$ cat src/rtl/core/sct_pkg.sv
package sct_pkg;

    localparam int BUFFER_DEPTH  = 512;
    localparam int HYSTERESIS_MV = 100;

    localparam int SLOT_W   = $clog2(BUFFER_DEPTH);
    localparam int FILL_W   = SLOT_W + 1;
    localparam int CNT_W    = 25;
    localparam int SAMPLE_W = 16;
    localparam int DEC_W    = 24;
    localparam int LEVEL_W  = 15;
    localparam int HOLD_W   = 24;
    localparam int CFG_W    = 24;
    localparam int CFG_IDX_W = 3;
    localparam int CMP_W    = SAMPLE_W + 1;

    localparam logic [FILL_W-1:0] FILL_FULL = FILL_W'(BUFFER_DEPTH);

    typedef enum logic [1:0] {
        CAUSE_FREE_RUN = 2'd0,
        CAUSE_TRIGGER  = 2'd1,
        CAUSE_HOLDOFF  = 2'd2
    } rearm_cause_t;

    typedef enum logic [CFG_IDX_W-1:0] {
        REG_DECIMATION = 3'd0,
        REG_LEVEL      = 3'd1,
        REG_HOLDOFF    = 3'd2,
        REG_XY_MODE    = 3'd3,
        REG_EXT_SOURCE = 3'd4,
        REG_TRIG_CONN  = 3'd5
    } cfg_index_t;

    typedef struct packed {
        logic [DEC_W-1:0]          decimation_count;
        logic signed [LEVEL_W-1:0] trigger_level;
        logic [HOLD_W-1:0]         holdoff_samples;
        logic                      xy_mode;
        logic                      external_source;
        logic                      trigger_connected;
    } cfg_t;

    typedef struct packed {
        logic [FILL_W-1:0] fill_index;
        logic [CNT_W-1:0]  tick_counter;
        logic              schmitt_high;
    } state_t;

    typedef struct packed {
        logic                       write_valid;
        logic [SLOT_W-1:0]          write_slot;
        logic signed [SAMPLE_W-1:0] stored_x;
        logic signed [SAMPLE_W-1:0] stored_y;
        logic                       rearmed;
        rearm_cause_t               rearm_cause;
    } result_t;

endpackage

$ cat src/rtl/core/scope_capture_trigger.sv
// Scope capture and trigger: one result item per sample item, in order. A sample is
// registered on entry and its result is then registered again at the output; one sample
// is taken every cycle while m_ready is high; the rate is set by the single tick
// update of the fill index, tick counter and Schmitt flag.
// After a full buffer of BUFFER_DEPTH writes the block rearms at once (XY mode, or
// external source with nothing connected) or waits for a rising trigger edge or the
// hold-off. Write configuration registers only while no item is in flight.
module scope_capture_trigger (
    input  logic                                aclk,
    input  logic                                aresetn,

    input  logic                                cfg_wr_en,
    input  logic [sct_pkg::CFG_IDX_W-1:0]       cfg_index,
    input  logic [sct_pkg::CFG_W-1:0]           cfg_wr_data,

    input  logic                                s_valid,
    output logic                                s_ready,
    input  logic signed [sct_pkg::SAMPLE_W-1:0] s_x_sample,
    input  logic signed [sct_pkg::SAMPLE_W-1:0] s_y_sample,
    input  logic signed [sct_pkg::SAMPLE_W-1:0] s_trig_sample,

    output logic                                m_valid,
    input  logic                                m_ready,
    output logic                                m_write_valid,
    output logic [sct_pkg::SLOT_W-1:0]          m_write_slot,
    output logic signed [sct_pkg::SAMPLE_W-1:0] m_stored_x,
    output logic signed [sct_pkg::SAMPLE_W-1:0] m_stored_y,
    output logic                                m_rearmed,
    output logic [1:0]                          m_rearm_cause
);
    import sct_pkg::*;

    cfg_t    cfg_reg;
    state_t  state_reg;
    state_t  state_next;
    result_t result_next;
    result_t result_reg;

    logic                       in_valid_reg;
    logic signed [SAMPLE_W-1:0] x_reg;
    logic signed [SAMPLE_W-1:0] y_reg;
    logic signed [SAMPLE_W-1:0] trig_reg;
    logic                       out_valid_reg;
    logic                       advance;

    assign advance = in_valid_reg && (!out_valid_reg || m_ready);
    assign s_ready = !in_valid_reg || advance;

    always_ff @(posedge aclk) begin
        if (!aresetn) begin
            cfg_reg.decimation_count  <= DEC_W'(3);
            cfg_reg.trigger_level     <= '0;
            cfg_reg.holdoff_samples   <= HOLD_W'(4410);
            cfg_reg.xy_mode           <= 1'b0;
            cfg_reg.external_source   <= 1'b0;
            cfg_reg.trigger_connected <= 1'b0;
        end else if (cfg_wr_en) begin
            case (cfg_index_t'(cfg_index))
                REG_DECIMATION: cfg_reg.decimation_count  <= cfg_wr_data[DEC_W-1:0];
                REG_LEVEL:      cfg_reg.trigger_level     <= cfg_wr_data[LEVEL_W-1:0];
                REG_HOLDOFF:    cfg_reg.holdoff_samples   <= cfg_wr_data[HOLD_W-1:0];
                REG_XY_MODE:    cfg_reg.xy_mode           <= cfg_wr_data[0];
                REG_EXT_SOURCE: cfg_reg.external_source   <= cfg_wr_data[0];
                REG_TRIG_CONN:  cfg_reg.trigger_connected <= cfg_wr_data[0];
                default: ;
            endcase
        end
    end

    sct_tick u_tick (
        .cfg         (cfg_reg),
        .state       (state_reg),
        .x_sample    (x_reg),
        .y_sample    (y_reg),
        .trig_sample (trig_reg),
        .state_next  (state_next),
        .result      (result_next)
    );

    always_ff @(posedge aclk) begin
        if (!aresetn) begin
            in_valid_reg           <= 1'b0;
            out_valid_reg          <= 1'b0;
            state_reg.fill_index   <= '0;
            state_reg.tick_counter <= '0;
            state_reg.schmitt_high <= 1'b1;
        end else begin
            if (s_ready) begin
                in_valid_reg <= s_valid;
            end
            if (advance) begin
                out_valid_reg <= 1'b1;
                state_reg     <= state_next;
            end else if (m_ready) begin
                out_valid_reg <= 1'b0;
            end
        end
    end

    always_ff @(posedge aclk) begin
        if (s_valid && s_ready) begin
            x_reg    <= s_x_sample;
            y_reg    <= s_y_sample;
            trig_reg <= s_trig_sample;
        end
        if (advance) begin
            result_reg <= result_next;
        end
    end

    assign m_valid       = out_valid_reg;
    assign m_write_valid = result_reg.write_valid;
    assign m_write_slot  = result_reg.write_slot;
    assign m_stored_x    = result_reg.stored_x;
    assign m_stored_y    = result_reg.stored_y;
    assign m_rearmed     = result_reg.rearmed;
    assign m_rearm_cause = result_reg.rearm_cause;

endmodule

$ cat src/rtl/core/sct_tick.sv
module sct_tick (
    input  sct_pkg::cfg_t                         cfg,
    input  sct_pkg::state_t                       state,
    input  logic signed [sct_pkg::SAMPLE_W-1:0]   x_sample,
    input  logic signed [sct_pkg::SAMPLE_W-1:0]   y_sample,
    input  logic signed [sct_pkg::SAMPLE_W-1:0]   trig_sample,
    output sct_pkg::state_t                       state_next,
    output sct_pkg::result_t                      result
);
    import sct_pkg::*;

    logic [FILL_W-1:0]        fill;
    logic [CNT_W-1:0]         cnt;
    logic [CNT_W-1:0]         cnt_inc;
    logic                     high;
    logic                     fired;
    logic signed [CMP_W-1:0]  gate;
    logic signed [CMP_W-1:0]  level;
    logic signed [CMP_W-1:0]  low_level;

    assign level     = CMP_W'(cfg.trigger_level);
    assign low_level = level - CMP_W'(HYSTERESIS_MV);
    assign gate      = cfg.external_source ? CMP_W'(trig_sample) : CMP_W'(x_sample);

    always_comb begin
        fill    = state.fill_index;
        cnt     = state.tick_counter;
        high    = state.schmitt_high;
        fired   = 1'b0;
        cnt_inc = '0;
        result  = '0;

        // capture phase
        if (fill < FILL_FULL) begin
            cnt = cnt + CNT_W'(1);
            if (cnt > CNT_W'(cfg.decimation_count)) begin
                cnt                = '0;
                result.write_valid = 1'b1;
                result.write_slot  = fill[SLOT_W-1:0];
                result.stored_x    = x_sample;
                result.stored_y    = y_sample;
                fill               = fill + FILL_W'(1);
            end
        end

        // rearm phase
        if (fill >= FILL_FULL) begin
            if (cfg.xy_mode || (cfg.external_source && !cfg.trigger_connected)) begin
                fill               = '0;
                cnt                = '0;
                result.rearmed     = 1'b1;
                result.rearm_cause = CAUSE_FREE_RUN;
            end else begin
                if (cnt == '0) begin
                    high = 1'b1;
                end
                cnt_inc = cnt + CNT_W'(1);
                cnt     = cnt_inc;
                if (high) begin
                    if (gate <= low_level) begin
                        high = 1'b0;
                    end
                end else if (gate >= level) begin
                    high  = 1'b1;
                    fired = 1'b1;
                end
                if (fired || (cnt_inc >= CNT_W'(cfg.holdoff_samples))) begin
                    fill               = '0;
                    cnt                = '0;
                    result.rearmed     = 1'b1;
                    result.rearm_cause = fired ? CAUSE_TRIGGER : CAUSE_HOLDOFF;
                end
            end
        end

        state_next.fill_index   = fill;
        state_next.tick_counter = cnt;
        state_next.schmitt_high = high;
    end

endmodule
$ cat config.mk
export PLATFORM = sky130hd
export DESIGN_NAME = scope_capture_trigger
export DESIGN_NICKNAME = d
export VERILOG_FILES = /design/src/rtl/core/sct_pkg.sv /design/src/rtl/core/scope_capture_trigger.sv /design/src/rtl/core/sct_tick.sv
export SDC_FILE = /design/constraint.sdc
export NUM_CORES = 1
export LEC_CHECK = 0
export ABC_AREA = 1
export ABC_CLOCK_PERIOD_IN_PS = 11200
export BUFFER_PORTS_ARGS = -buffer_cell sky130_fd_sc_hd__buf_4
export CAP_MARGIN = 20
export CORE_ASPECT_RATIO = 0.8
export CORE_MARGIN = 10
export CORE_UTILIZATION = 60
export CTS_CLUSTER_DIAMETER = 50
export CTS_CLUSTER_SIZE = 12
export DETAILED_ROUTE_END_ITERATION = 16
export GPL_TIMING_DRIVEN = 0
export PLACE_DENSITY = 0.91
export SLEW_MARGIN = 20
export SYNTH_ARGS = -nofsm -noshare
export SYNTH_HDL_FRONTEND = slang
export SYNTH_SLANG_ARGS = --single-unit
$ cat constraint.sdc
create_clock -name aclk -period 11.2 [get_ports aclk]
set_input_delay 1.12 -clock aclk [delete_from_list [all_inputs] [get_ports aclk]]
set_output_delay 1.12 -clock aclk [all_outputs]
set_load 0.01 [all_outputs]
**Yosys cells after proc, flatten, opt, wreduce, memory -nomap -nowiden**

Cells that the tools add are included.
Widths: inputs -> output; s select.

- Register bits: 197
- Latch bits: 0
- RAM bits: 0
- Memory bits (read-only): 0
- Bits of input ports: 80
- Output and inout bits: 47
- Memories kept: 0

- Add/sub/neg operators: 4
- Multiply operators: 0
- Divide/modulo/power cells: 0
- Magnitude comparators: 6
- Eq/ne operators: 5
- Shift operators: 0
- Multiplexer cells: 26
- Bitwise logic cells: 3
- Reductions and logical operators: 22

Operators with widths:

| cell | number |
|---|---|
| $mux 25 | 5 |
| $add 25x1->25 const B | 2 |
| $mux 10 | 5 |
| $mux 42 | 1 |
| $ge 25x24->1 | 1 |
| $gt 25x24->1 | 1 |
| $logic_not 25->1 | 1 |
| $ge 17x15->1 | 1 |
| $le 17x17->1 | 1 |
| $mux 17 | 1 |
| $sub 15x8->16 const B | 1 |
| $reduce_and 2->1 | 7 |
| $mux 1 | 11 |
| $add 10x1->10 const B | 1 |
| $ge 10x10->1 const B | 1 |
| $lt 10x10->1 const B | 1 |
| $eq 3x2->1 const B | 2 |
| $eq 3x3->1 const B | 2 |
| $mux 3 | 2 |
| $logic_or 1x1->1 | 4 |
| $eq 3x1->1 const B | 1 |
| $logic_and 1x1->1 | 3 |
| $logic_not 1->1 | 3 |
| $logic_not 3->1 | 1 |
| 5 further kinds | 7 |

**Longest topological paths before layout**

Gate-level depths: netlist of the first run.

- Depth in word-level cells: 15
- Depth in mapped cells: 47
- Mapped depth without buffers: 46

**Cells and area by module**

Synthesis of the first run repeated with hierarchy kept, for this count alone.

- Cell total of the unflattened synthesis: 1642
- Area total of the unflattened synthesis: 12233.0 sq um

By module, submodules not included:

| module | times used | cells each | area each (sq um) | sequential area each (sq um) |
|---|---|---|---|---|
| scope_capture_trigger | 1 | 687 | 7019.2 | 4874.7 |
| sct_tick | 1 | 955 | 5213.8 | 0.0 |

**Worst setup path before layout of the first run**

No wires, ideal clock.

- Kind: flip-flop to flip-flop
- From: reg state_reg[1] (netlist bit)
- To: reg state_reg[27] (netlist bit)
- Arrival time: 5.204 ns
- Data required time: 11.132 ns
- Slack: 5.928 ns
- Cell stages (with the launch flop): 41
- Path buffers: 1
- Period minus slack after synthesis: 5.272 ns
- Cells stage by stage: dfxtp_1 > ha_1 > nand2_2 > nor2_4 > nand4_1 > nor2_1 > nand2_1 > xor2_1 > inv_1 > ha_1 > nand2_1 > inv_1 > nand3_1 > nor4b_1 > nand3b_4 > nand2_2 > buf_6 > nand3_1 > [5 not listed] > nor2_4 > xor2_1 > ha_1 > nand2_1 > nor2_1 > a211oi_1 > nand3_1 > nand2_1 > nand2_1 > nand2_1 > nand2_1 > nand2_1 > nand2_1 > a21oi_1 > nand4_1 > nand3_1 > nand2_1 > nor2_1

- Cells in the longest elaborated chain, start to end: 15

RTL lines:

| what | RTL line | text |
|---|---|---|
| from (decl) | scope_capture_trigger.sv:34 | `state_t state_reg;` |
| from (signal assigned) | scope_capture_trigger.sv:93 | `state_reg <= state_next;` |
| parallel branches: the longest is 14 deep, another holds $add 25x1->25 | -- |  |
| $mux 10 (*) | sct_tick.sv:47 | `if (fill >= FILL_FULL) begin` |

Mark *: on every way between the ends. The select of a mux whose other input is x is not followed.
A chain may end at the register's enable or synchronous reset.

**Final worst setup path of the first run**

Ends and elaborated chain as after synthesis.

==> results of run 1 <==
tightest hold or removal path: stages, from the launching register on:
cell	delay [ns]
dfxtp_1	0.30
inv_1	0.06
a21oi_1	0.06
synthesized netlist by cell type, types with 2 or more instances:
master    instances  area (um^2)
nand2_2          13         81.3
buf_1             6         22.5
o21ai_1           2         10.0
xor2_1           44          385
nand3_2           5         50.1
buf_2             4         20.0
xnor2_1           7         61.3
dfxtp_1         104         2080
nor2_4            6         67.6
buf_6             4         45.0
mux2i_1           2         20.0
o31ai_1           2         15.0
nor3_1           12         60.1
o21ai_0         127          636
a211oi_1          3         22.5
nor2_2            5         31.3
clkbuf_1         35          131
a21oi_1         123          616
clkinv_1          2         7.51
o211ai_1         10         75.1
nor2_1          137          514
inv_2             7         26.3
a31oi_1           4         25.0
edfxtp_1         93         2790
nor4_1            9         56.3
nand3_1          51          255
nand4_1          50          313
nor3_2            2         20.0
a21o_1            2         15.0
inv_1           237          890
or2_2             2         12.5
o21a_1            3         22.5
ha_1             83         1040
nand2_1         230          863
metrics by stage:
step	area [um^2]	worst slack [ns]	cells
after global placement	12700	4.30	1820
final	13300	3.87	1853
after floorplan	11400	5.93	1436
after CTS	13300	4.12	1853
after detailed placement	12700	4.20	1821
after global routing	13300	3.48	1853
worst min-delay path by stage:
stage,startpoint,endpoint
after floorplan,cfg_reg[2],cfg_reg[2]
after global placement,cfg_reg[2],cfg_reg[2]
after detailed placement,cfg_reg[2],cfg_reg[2]
after CTS,cfg_reg[2],cfg_reg[2]
after global routing,cfg_reg[2],cfg_reg[2]
final,cfg_reg[2],cfg_reg[2]
layout make-up:
class	count	area, um^2	share of cell area
plain buffers	51	250	0.0189
clock buffers	17	425	0.0321
clock inverters	15	150	0.0113
inverters	246	923	0.0696
multi-input cells	942	5360	0.404
flip-flops and latches	197	4870	0.367
well taps	258	323	0.0243
repair buffers	127	966	0.0728
cell usage in the layout, fill, tap and decap left out, types with 5 or more instances in the layout:
cell type  instances
o21ai_0          127
nand2_2           13
nand3_1           51
xor2_1            44
dfxtp_1          104
xnor2_1            7
nand3_2            5
o211ai_1          10
nor2_2             5
nor2_4             6
inv_6              5
nand2_1          230
edfxtp_1          93
inv_1            236
clkbuf_1          34
inv_8              5
inv_2              8
nand4_1           50
nor4_1             9
clkbuf_16         17
buf_1              6
a21oi_1          123
nor3_1            12
ha_1              83
buf_4            127
nor2_1           137
cells by family after synthesis:
kind of cell    share of synthesized area
compound gates                      0.127
xor+xnor                           0.0392
fa+ha+maj                          0.0911
buf+inv                             0.103
flops                               0.427
mux                               0.00176
simple gates                        0.211
metal layers:
layer	GRT usage	vias up	wire length (um)
met1	0.362	4949	14300
met5	0	-	0
met4	0.0961	0	1020
met3	0.0708	88	4240
li1	-	5016	-
met2	0.425	642	15400
power by group through the flow:
stage	Combinational (mW)	Sequential (mW)	Clock, mW
2_1_floorplan	0.247	0.836	0
5_1_grt	0.454	0.821	0.641
3_5_place_dp	0.400	0.833	0
6_report	0.417	0.818	0.619
3_3_place_gp	0.383	0.833	0
4_1_cts	0.405	0.817	0.612
==> run_results.csv, run 1 <==
group,metric,value,unit
finish,post-route-util,0.706,
sta,finalMaxSlewViolations,0,
run,cap_viol_max_count,0,
finish,drive_above_1_share,0.134,
grt,first_global_vias,10000,
power_and_ir_drop,total_leakage_power,6.03,nW
synthesis,ys_types,44,
critical_path,crit_path_end,"state_reg[27]",
sta,fmax,0.136,GHz
clock_network,clkTransAtPathRegs,0.08,ns
finish,areaGrowthSynthToFinish,16.4,%
hold_path,hp-class,"flop to flop",
synthesis,synth_ff_type,"dfxtp_1",
synthesis,async_flop_share,0,
grt,overflow,0,
drt,detail_route.first_pass.iterations,6,
power_and_ir_drop,p_int,1.24,mW
synthesis,avgSynthCellArea,7.94,um^2
sta,fin_crit,7.33,ns
floorplan,chipHeight,143,um
critical_path,crit_fanout,10,
clock_network,clk_latency,0.46,ns
critical_path,critPathLaunchType,"flop",
critical_path,arrival,7.72,ns
floorplan,initial_core_util,0.606,
critical_path,cp-end-kind,"flop",
critical_path,criticalPathCategory,"flop to flop",
floorplan,num_rows,45,
critical_path,cp_slowest_cell,"nor4b_1",
placed_design,dpl.hpwl,26.8,mm
sta,rsz0062_at_grt,"false",
critical_path,path_buf_inv,4,
critical_path,path_delay_family,"simple AND/OR/NAND/NOR gates",
power_and_ir_drop,p_sw,0.611,mW
critical_path,cp_common_cell,"nand2_1",
critical_path,worstSetupStartpoint,"state_reg[1]",
power_and_ir_drop,p_clk_frac,0.334,
finish,largest_register_ff_count,66,
finish,num_antenna_cells,0,
sta,finalHoldViolCount,0,
power_and_ir_drop,ir_drop,0.0942,mV
clock_network,clock_sinks,197,
power_and_ir_drop,switching_share,0.329,
synthesis,seq_area_frac_synth,0.427,
clock_network,holdBufCountCts,0,
sta,post-route-period-util,0.654,
sta,slew_headroom,0.462,
power_and_ir_drop,p_total,1.85,mW
outcome,status,"completed",
sta,fin_hold_ws,0.463,ns
clock_network,ctsResizeCount,0,
critical_path,rr_startpoint,"state_reg[1]",
floorplan,fp.coreArea,18800,um^2
clock_network,clk_path_buf_depth,2,
clock_network,post-cts-setup-buffers,0,
synthesis,ys_ff_latch,197,
floorplan,die-area,25000,um^2
drt,vias,10700,
synthesis,synth_fp_nets,1599,
critical_path,critPathRequiredTime,11.59,ns
critical_path,reg2reg_to,"state_reg[27]",
synthesis,netlist_instances,1436,
drt,wl,34.9,mm
synthesis,synth_edf_count,93,
synthesis,yosys_warnings,0,
critical_path,reg2reg_depth,40,
power_and_ir_drop,powerDensity,140,nW/um^2
sta,tightest_slew,0.806,ns
power_and_ir_drop,seqPwrFrac,0.441,
grt,grt_pass1_wl,53.0,mm
drt,drtIter0Drc,1456,
drt,wl_per_cell,18.8,um
sta,skew,0.0119,ns
finish,fillCellCount,1470,
floorplan,die_w,174,um
grt,grt_usage,0.273,
floorplan,pin_count,127,
clock_network,cts-root-buf,"clkbuf_16",
grt,antenna_found_initial,0,
drt,final_antenna_net_count,0,
grt,grt_max_degree,55,
clock_network,htreeDepth,4,
placed_design,place_congestion,1.02,
sta,fin_tns_setup,0,ns
critical_path,max_stage_delay,0.59,ns
placed_design,io_buffers,126,
drt,routed_via_density,5.77,
critical_path,reg2reg_slack,3.87,ns
hold_path,worst_hold_path.num_cells,2,
critical_path,cp_num_cells,40,
finish,fin_nets,1745,
clock_network,numCtsBuffers,17,
sta,setup_violations,0,
synthesis,syn_area,11400,um^2
power_and_ir_drop,p_comb_frac,0.225,
clock_network,cts_tree,"done",
drt,drc_errors,0,
(Power assumes the default switching activity.)
==> run 2, diff against run 1 <==
--- a/config.mk
+++ b/config.mk
@@ -6,17 +6,17 @@
 export NUM_CORES = 1
 export LEC_CHECK = 0
 export ABC_AREA = 1
-export ABC_CLOCK_PERIOD_IN_PS = 11200
+export ABC_CLOCK_PERIOD_IN_PS = 6400
 export BUFFER_PORTS_ARGS = -buffer_cell sky130_fd_sc_hd__buf_4
 export CAP_MARGIN = 20
 export CORE_ASPECT_RATIO = 0.8
 export CORE_MARGIN = 10
-export CORE_UTILIZATION = 60
+export CORE_UTILIZATION = 54
 export CTS_CLUSTER_DIAMETER = 50
 export CTS_CLUSTER_SIZE = 12
 export DETAILED_ROUTE_END_ITERATION = 16
 export GPL_TIMING_DRIVEN = 0
-export PLACE_DENSITY = 0.91
+export PLACE_DENSITY = 0.87
 export SLEW_MARGIN = 20
 export SYNTH_ARGS = -nofsm -noshare
 export SYNTH_HDL_FRONTEND = slang
==> constraint.sdc (replaced) <==
create_clock -name aclk -period 6.4 [get_ports aclk]
set_input_delay 0.64 -clock aclk [delete_from_list [all_inputs] [get_ports aclk]]
set_output_delay 0.64 -clock aclk [all_outputs]
set_load 0.01 [all_outputs]
==> run 2 against run 1 <==
Net effect: global-route usage is 1.5 points lower; highest routed layer unchanged; critical endpoint is now state_reg[9]; first-iteration DRC count is 8.2% lower; routed wire length rose by 3.1%; sequential share of layout area is 0.97 points lower.
==> run_results.csv, run 2 (synthesis results as in run 1) <==
group,metric,value,unit
floorplan,initial_core_util,0.551,
finish,final_cell_mix,"inv_1, nand2_1, buf_4, nor2_1, o21ai_0",
placed_design,post-place-ws,-0.484,ns
critical_path,crit_fanout,7,
grt,grt_max_degree,43,
grt,antenna_found_initial,0,
floorplan,chipHeight,150,um
finish,largest_register_ff_count,66,
hold_path,hp-class,"input pin to flop",
critical_path,cp_common_cell,"nand2_1",
finish,areaGrowthSynthToFinish,20.0,%
sta,fmax,0.163,GHz
sta,tightest_slew,0.817,ns
critical_path,max_stage_delay,0.48,ns
sta,finalMaxSlewViolations,0,
floorplan,die_w,182,um
placed_design,place_congestion,1.02,
placed_design,dpl.hpwl,28.2,mm
critical_path,arrival,6.52,ns
sta,fin_crit,6.14,ns
drt,drtIter0Drc,1337,
power_and_ir_drop,powerDensity,244,nW/um^2
floorplan,num_rows,47,
power_and_ir_drop,ir_drop,0.232,mV
clock_network,cts-root-buf,"clkbuf_16",
floorplan,die-area,27400,um^2
clock_network,cts_tree,"done",
run,cap_viol_max_count,0,
critical_path,reg2reg_depth,35,
finish,fillCellCount,1700,
power_and_ir_drop,p_total,3.33,mW
clock_network,numCtsBuffers,17,
finish,final_common_cell,"inv_1",
critical_path,cp-end-kind,"flop",
floorplan,fp.coreArea,20700,um^2
grt,grt_pass1_wl,54.9,mm
sta,finalHoldViolCount,0,
grt,overflow,0,
clock_network,clk_latency,0.45,ns
sta,setup_ws,0.263,ns
drt,detail_route.first_pass.iterations,7,
finish,post-route-util,0.661,
hold_path,worst_hold_path.num_cells,1,
drt,wl,36.0,mm
critical_path,criticalPathCategory,"flop to flop",
sta,fin_hold_ws,0.355,ns
clock_network,htreeDepth,4,
power_and_ir_drop,total_leakage_power,6.17,nW
drt,drc_errors,0,
critical_path,critPathLaunchType,"flop",
drt,wl_per_cell,19.1,um
drt,vias,10600,
sta,slew_headroom,0.450,
sta,post-route-period-util,0.959,
critical_path,critPathRequiredTime,6.78,ns
clock_network,clk_path_buf_depth,2,
sta,skew,0.0171,ns
sta,setup_violations,0,
grt,first_global_vias,10000,
outcome,status,"completed",
clock_network,clock_sinks,197,
critical_path,cp_slowest_cell,"dfxtp_1",
clock_network,clkTransAtPathRegs,0.09,ns
finish,num_antenna_cells,0,
drt,final_antenna_net_count,0,
grt,grt_usage,0.258,
drt,routed_via_density,5.62,
finish,fin_nets,1762,
floorplan,pin_count,127,
finish,drive_above_1_share,0.166,
placed_design,io_buffers,126,
-- run 2: report_power, final --
group / internal (mW) / switching (mW)
combinational: 0.291 / 0.488
clock: 0.538 / 0.583
sequential: 1.40 / 0.0355
total: 2.23 / 1.11
-- run 2: final timing paths --
path,end,slack (ns),from
setup / recovery,state_reg[9],0.26,state_reg[10]
hold reg to reg,cfg_reg[2],0.46,cfg_reg[2]
setup reg to reg,state_reg[9],0.26,state_reg[10]
hold / removal,y_reg[9],0.35,s_y_sample[9]
-- run 2: stage by stage --
step	area (um^2)	std cells	TNS, ns
finish	13700	1881	0
global route	13700	1881	-0.452
CTS	13400	1866	0
detailed placement	12700	1833	-14.10
global placement	12700	1831	-10.24
floorplan	11400	1436	0
-- run 2: final cells by class --
type,count,area (um^2),share of cell area
multi-input combinational,943,5550,0.406
clock buffer,17,425,0.0311
clock inverter,15,185,0.0135
tap,269,337,0.0246
buffer,51,251,0.0184
timing repair buffer,143,1110,0.0815
inverter,246,923,0.0675
sequential,197,4890,0.358
-- run 2: critical path, delay by kind of cell (launching register included) --
kind / cells / cell delay [ns]
simple gates: 21 / 3.23
flops: 1 / 0.48
buf+inv: 7 / 0.78
xor+xnor: 1 / 0.13
compound gates: 3 / 0.66
fa+ha+maj: 3 / 0.80
-- run 2: timing repair --
action,in CTS,in global routing
gates resized for setup,12,39
setup buffers,1,12
pin swaps,3,16
hold buffers,0,0
gates cloned,0,3
setup endpoints to repair,36,36
-- run 2: layer usage --
metal  part of all wire  wire, um  global-route usage  vias up
li1                   -         -                   -     5053
met1               0.43     15500               0.351     4899
met2               0.43     15500               0.390      554
met3               0.12      4250              0.0743       56
met4              0.021       744              0.0751        0
met5                  0         0                   0        -
